<file path="src/design/rtmp_pkg.sv">
// Package: shared types, constants and helpers for the recurrence-term block.
`default_nettype none
package rtmp_pkg;

  localparam int unsigned ELEM_W = 14;
  localparam int unsigned SUM_W = 29;
  localparam int unsigned RED_W = 16;
  localparam logic [ELEM_W-1:0] MODULUS = 14'd10007;
  // floor(2^29 / 10007); estimated quotient is low by at most one
  localparam logic [RED_W-1:0] RECIP = 16'd53649;
  localparam int unsigned RECIP_SHIFT = 29;

  typedef logic [ELEM_W-1:0] elem_t;
  typedef logic [2:0][ELEM_W-1:0] row_t;

  typedef struct packed {
    logic init;
    logic snap;
    logic mac;
    logic mac_first;
    logic red1;
    logic red2;
    logic red3;
    logic base;
  } rtmp_ctl_t;

  // Reduce a value below three times the modulus.
  function automatic elem_t mod_fix(input logic [RED_W-1:0] x);
    logic [RED_W-1:0] y;
    y = x;
    if (y >= RED_W'(MODULUS)) y = y - RED_W'(MODULUS);
    if (y >= RED_W'(MODULUS)) y = y - RED_W'(MODULUS);
    return y[ELEM_W-1:0];
  endfunction

  // (i + t) mod 3 for i, t in 0..2
  function automatic logic [1:0] rot3(input logic [1:0] i, input logic [1:0] t);
    logic [2:0] s;
    s = {1'b0, i} + {1'b0, t};
    if (s >= 3'd3) s = s - 3'd3;
    return s[1:0];
  endfunction

endpackage
`default_nettype wire

</file>
<file path="src/design/rtmp_cell.sv">
// One row cell: holds a row of the power matrix and a rotating copy of a row.
`default_nettype none
module rtmp_cell (
  input  wire                   clk,
  input  rtmp_pkg::rtmp_ctl_t   ctl,
  input  rtmp_pkg::row_t        init_row,
  input  wire [1:0]             ksel,
  input  rtmp_pkg::row_t        pass_in,
  output rtmp_pkg::row_t        pass_out,
  output rtmp_pkg::row_t        acc_row
);
  import rtmp_pkg::*;

  row_t acc_r;
  row_t pass_r;
  logic [2:0][SUM_W-1:0] sum_r;
  logic [2:0][SUM_W+RED_W-1:0] m_r;
  logic [2:0][RED_W-1:0] r_r;
  elem_t a_k;

  always_comb begin
    case (ksel)
      2'd0:    a_k = acc_r[0];
      2'd1:    a_k = acc_r[1];
      2'd2:    a_k = acc_r[2];
      default: a_k = acc_r[0];
    endcase
  end

  always_ff @(posedge clk) begin
    if (ctl.snap) begin
      pass_r <= acc_r;
    end else if (ctl.mac) begin
      pass_r <= pass_in;
    end
  end

  for (genvar j = 0; j < 3; j++) begin : g_lane
    logic [2*ELEM_W-1:0] prod;
    logic [SUM_W:0] qm;
    logic [SUM_W:0] diff;
    assign prod = a_k * pass_r[j];
    assign qm = (SUM_W+1)'(m_r[j][SUM_W+RED_W-1:RECIP_SHIFT]) * (SUM_W+1)'(MODULUS);
    assign diff = {1'b0, sum_r[j]} - qm;

    always_ff @(posedge clk) begin
      if (ctl.mac) begin
        sum_r[j] <= ctl.mac_first ? SUM_W'(prod) : sum_r[j] + SUM_W'(prod);
      end
      if (ctl.red1) begin
        m_r[j] <= sum_r[j] * RECIP;
      end
      if (ctl.red2) begin
        r_r[j] <= diff[RED_W-1:0];
      end
    end
  end

  logic [RED_W-1:0] s0, s1, s2;
  assign s0 = RED_W'(acc_r[0]) + RED_W'(acc_r[1]);
  assign s1 = RED_W'(acc_r[0]) + RED_W'(acc_r[2]);
  assign s2 = {RED_W'(acc_r[0]) << 1} + RED_W'(acc_r[2]);

  always_ff @(posedge clk) begin
    if (ctl.init) begin
      acc_r <= init_row;
    end else if (ctl.red3) begin
      acc_r <= {mod_fix(r_r[2]), mod_fix(r_r[1]), mod_fix(r_r[0])};
    end else if (ctl.base) begin
      // row times [[1,1,2],[1,0,0],[0,1,1]]
      acc_r <= {mod_fix(s2), mod_fix(s1), mod_fix(s0)};
    end
  end

  assign pass_out = pass_r;
  assign acc_row = acc_r;
endmodule
`default_nettype wire

</file>
<file path="config.mk">
export PLATFORM = sky130hd
export DESIGN_NAME = rtmp_cell
export DESIGN_NICKNAME = d
export VERILOG_FILES = /design/src/design/rtmp_pkg.sv /design/src/design/rtmp_cell.sv
export SDC_FILE = /design/constraint.sdc
export NUM_CORES = 2
export LEC_CHECK = 0
export CAP_MARGIN = 20
export CORE_MARGIN = 2
export CORE_UTILIZATION = 55
export CTS_CLUSTER_DIAMETER = 40
export DETAILED_ROUTE_END_ITERATION = 6
export DONT_BUFFER_PORTS = 1
export PLACE_DENSITY = 0.7
export SLEW_MARGIN = 20
export SYNTH_ARGS = -nofsm -noshare
export SYNTH_HDL_FRONTEND = slang
export SYNTH_SLANG_ARGS = --single-unit
</file>
<file path="constraint.sdc">
create_clock -name clk -period 35.1 [get_ports clk]
set_clock_uncertainty 0.2 [all_clocks]
set_input_delay 10.53 -clock clk [delete_from_list [all_inputs] [get_ports clk]]
set_output_delay 10.53 -clock clk [all_outputs]
set_load 0.005 [all_outputs]
</file>
==> results by group <==
CTS
  – CTS buffer count: 60
  – CTS root buffer: clkbuf_16
  – CTS resizes: 0
  – Worst skew pair latency: 0.70 ns
  – Clock tree buffer depth: 3
  – Hold-fix buffers at CTS: 0
  – Post-CTS Setup Inserts: 0
  – Clk slew on worst S/H paths: 0.06 ns
  – Clock Sinks: 267
  – H-Tree Depth: 2
  – CTS tree: built

Min path
  – Hold Path Class: reg -> reg

Flow run
  – Max Cap Viol: 0

Timing
  – Hold_ws: 0.629 ns
  – Final worst path period share: 56.8%
  – Final Hold Vio Count: 0
  – Tmin final: 19.93 ns
  – Max transition margin: 26.1%
  – Final WS setup: 15.17 ns
  – Pins Over Slew Limit: 0
  – Maximum clock frequency: 0.0502 GHz
  – Final setup TNS: 0 ns
  – RSZ-0062 raised after global routing: false
  – Worst Tran Pin Value: 1.11 ns
  – Final setup viols: 0

Placement
  – Routability congestion estimate: 0.973
  – DPL Wire Length: 142,000 um
  – DP Worst Slack: 14.60 ns
  – Count of input and output buffers: 0

Route
  – # DRC: 0
  – WL/cell: 19.5 um
  – DRT iter0 DRCs: 3,268
  – Via density: 5.70
  – Routed Antenna Nets: 0
  – Routed WL: 173,000 um
  – Via count: 50,800
  – DR pass1 iterations: 6

Critical path
  – Worst reg-to-reg path cell count: 34
  – Kind of critical path: in -> reg
  – Largest stage delay, worst path: 0.94 ns
  – Reg2Reg Capture Point: sum_r[57]$_SDFFCE_PP0P_
  – Crit path from: ksel[0]
  – R2R Setup Slk: 25.28 ns
  – Crit path arrival time: 20.13 ns
  – Crit path required time: 35.30 ns
  – Crit Path Max Fanout: 42
  – Setup crit end kind: register
  – RR Startpoint: acc_row[38]$_DFFE_PP_
  – Top cell by count, worst path: fa_1
  – Worst Setup EP: sum_r[57]$_SDFFCE_PP0P_
  – Worst path slowest cell: ha_2
  – CP Launch Type: primary input

Global route
  – Pin count of the biggest net entering global routing: 152
  – Met1 Use GR: 37.9%
  – Vias in the first global route: 52,400
  – Grt ovf: 0
  – Met3 Use GR: 4.74%
  – Tot GR Track Use: 28.0%
  – Initial antenna violation count: 2
  – GR Util met2: 45.9%
  – GRT busiest layer: met2
  – Global-route wire length before repair: 282,000 um

Synthesis
  – Synth top cells by count: inv_1, ha_1, fa_1, nand2_1, and2_1
  – Net Count, Synth: 9,519
  – Ys Warns: 0
  – FFs w/ async S/R, synth: 0%
  – Count leader, synth: inv_1
  – Number of synthesized register bits: 267
  – Synth Flop Type: edfxtp_1
  – Post-synth EDFFs: 267
  – Synth Cell Area: 67,800 um2
  – Ranking of synthesized cells by area: fa_1, ha_1, edfxtp_1
  – Gate Count Post-Synth: 7,310
  – Mean Syn Cell Area: 9.27 um2
  – Area leader, netlist: fa_1
  – Netlist cell types: 110
  – Yosys top cell area share: 27.6%
  – Register area share after synthesis: 11.8%

Floorplan
  – Num ports: 179
  – Die Y: 355 um
  – Initial Util: 55.5%
  – Die area: 126,000 um2
  – FP Rows: 128
  – Die X: 355 um
  – Core ar.: 122,000 um2

Finish
  – NumNets Final: 9,432
  – Layout cells sized above 1: 4.29%
  – Area Overhead vs Synth: 5.95%

Run status
  – Status: finished clean
[layout make-up]
| type | instances | area, um2 |
|---|---|---|
| Multi-Input combinational cell | 5387 | 53700 |
| Fill cell | 10600 | 50200 |
| Sequential cell | 267 | 8020 |
| Inverter | 1470 | 5520 |
| Tap cell | 1625 | 2030 |
| Clock buffer | 62 | 1530 |
| Clock inverter | 51 | 721 |
| Timing Repair Buffer | 37 | 278 |
| Antenna cell | 5 | 12.5 |
[worst min path at each step]
stage                                from  slack, ns  cells past startpoint                     end
detailed placement   acc_row[2]$_DFFE_PP_       0.60                      2   pass_out[2]$_DFFE_PP_
floorplan           acc_row[14]$_DFFE_PP_       0.43                      1  pass_out[14]$_DFFE_PP_
finish               acc_row[5]$_DFFE_PP_       0.63                      2   pass_out[5]$_DFFE_PP_
global placement     acc_row[2]$_DFFE_PP_       0.60                      2   pass_out[2]$_DFFE_PP_
global route         acc_row[3]$_DFFE_PP_       0.63                      2   pass_out[3]$_DFFE_PP_
CTS                  acc_row[2]$_DFFE_PP_       0.61                      2   pass_out[2]$_DFFE_PP_
[cells in the final DEF, fill, tap and decap left out, drive strengths merged, types with 31 or more instances in the layout]
| master | synthesis | layout |
|---|---|---|
| ha | 1181 | 1181 |
| a211oi | 39 | 39 |
| nand2b | 41 | 41 |
| a31oi | 31 | 31 |
| xor2 | 118 | 118 |
| and2 | 304 | 304 |
| clkbuf | 173 | 62 |
| buf | 13 | 37 |
| nand3 | 97 | 97 |
| mux2 | 67 | 67 |
| nor2 | 279 | 279 |
| edfxtp | 267 | 267 |
| nand2 | 602 | 602 |
| o21bai | 35 | 35 |
| xnor2 | 294 | 294 |
| nor2b | 46 | 46 |
| a21boi | 36 | 36 |
| and3 | 33 | 33 |
| o21ai | 295 | 295 |
| a21oi | 255 | 255 |
| o21a | 51 | 51 |
| or3 | 38 | 38 |
| fa | 933 | 933 |
| nor3 | 91 | 91 |
| inv | 1469 | 1491 |
| a21o | 111 | 111 |
[registers in the layout, indices dropped and copies added (netlist names)]
| signal | cells |
|---|---|
| m_r | 48 |
| r_r | 48 |
| acc_row | 42 |
| sum_r | 87 |
| pass_out | 42 |
[worst max-delay path, delay by kind of cell]
family / cells / cell delay, ns
buffers and inverters: 5 / 0.67
adders and majority gates: 9 / 4.50
and+or+nand+nor: 9 / 2.17
xor gates and xnor gates: 1 / 0.21
AOI/OAI and AO/OA: 11 / 1.99
[through the flow]
| step | instances | utilization (%) | area, um2 |
|---|---|---|---|
| final | 8904 | 58.8 | 71800 |
| after global routing | 8899 | 58.8 | 71800 |
| after detailed placement | 8786 | 57.0 | 69500 |
| after global placement | 8785 | 57.0 | 69500 |
| after floorplan | 7310 | - | 67800 |
| after CTS | 8899 | 58.8 | 71800 |
[kinds of logic after synthesis]
logic type,after synthesis,share of synthesized area (%)
and+or+nand+nor,1664,12.0
xor gates and xnor gates,412,5.37
adders and majority gates,2114,49.4
DFF,267,11.8
buffers and inverters,1656,9.19
muxes,81,1.32
AOI/OAI and AO/OA,1116,10.9
[metal layers]
metal  wire length [um]  vias up  share of wire (%)
met3              12500      339                7.2
met4               6200        0                3.6
met2              80000     1480                 46
li1                   -    23800                  -
met1              74500    25100                 43
met5                  0        -                  0
Power is not shown: default switching activity piles up to over one toggle a cycle in this logic, so the estimate is an artifact.
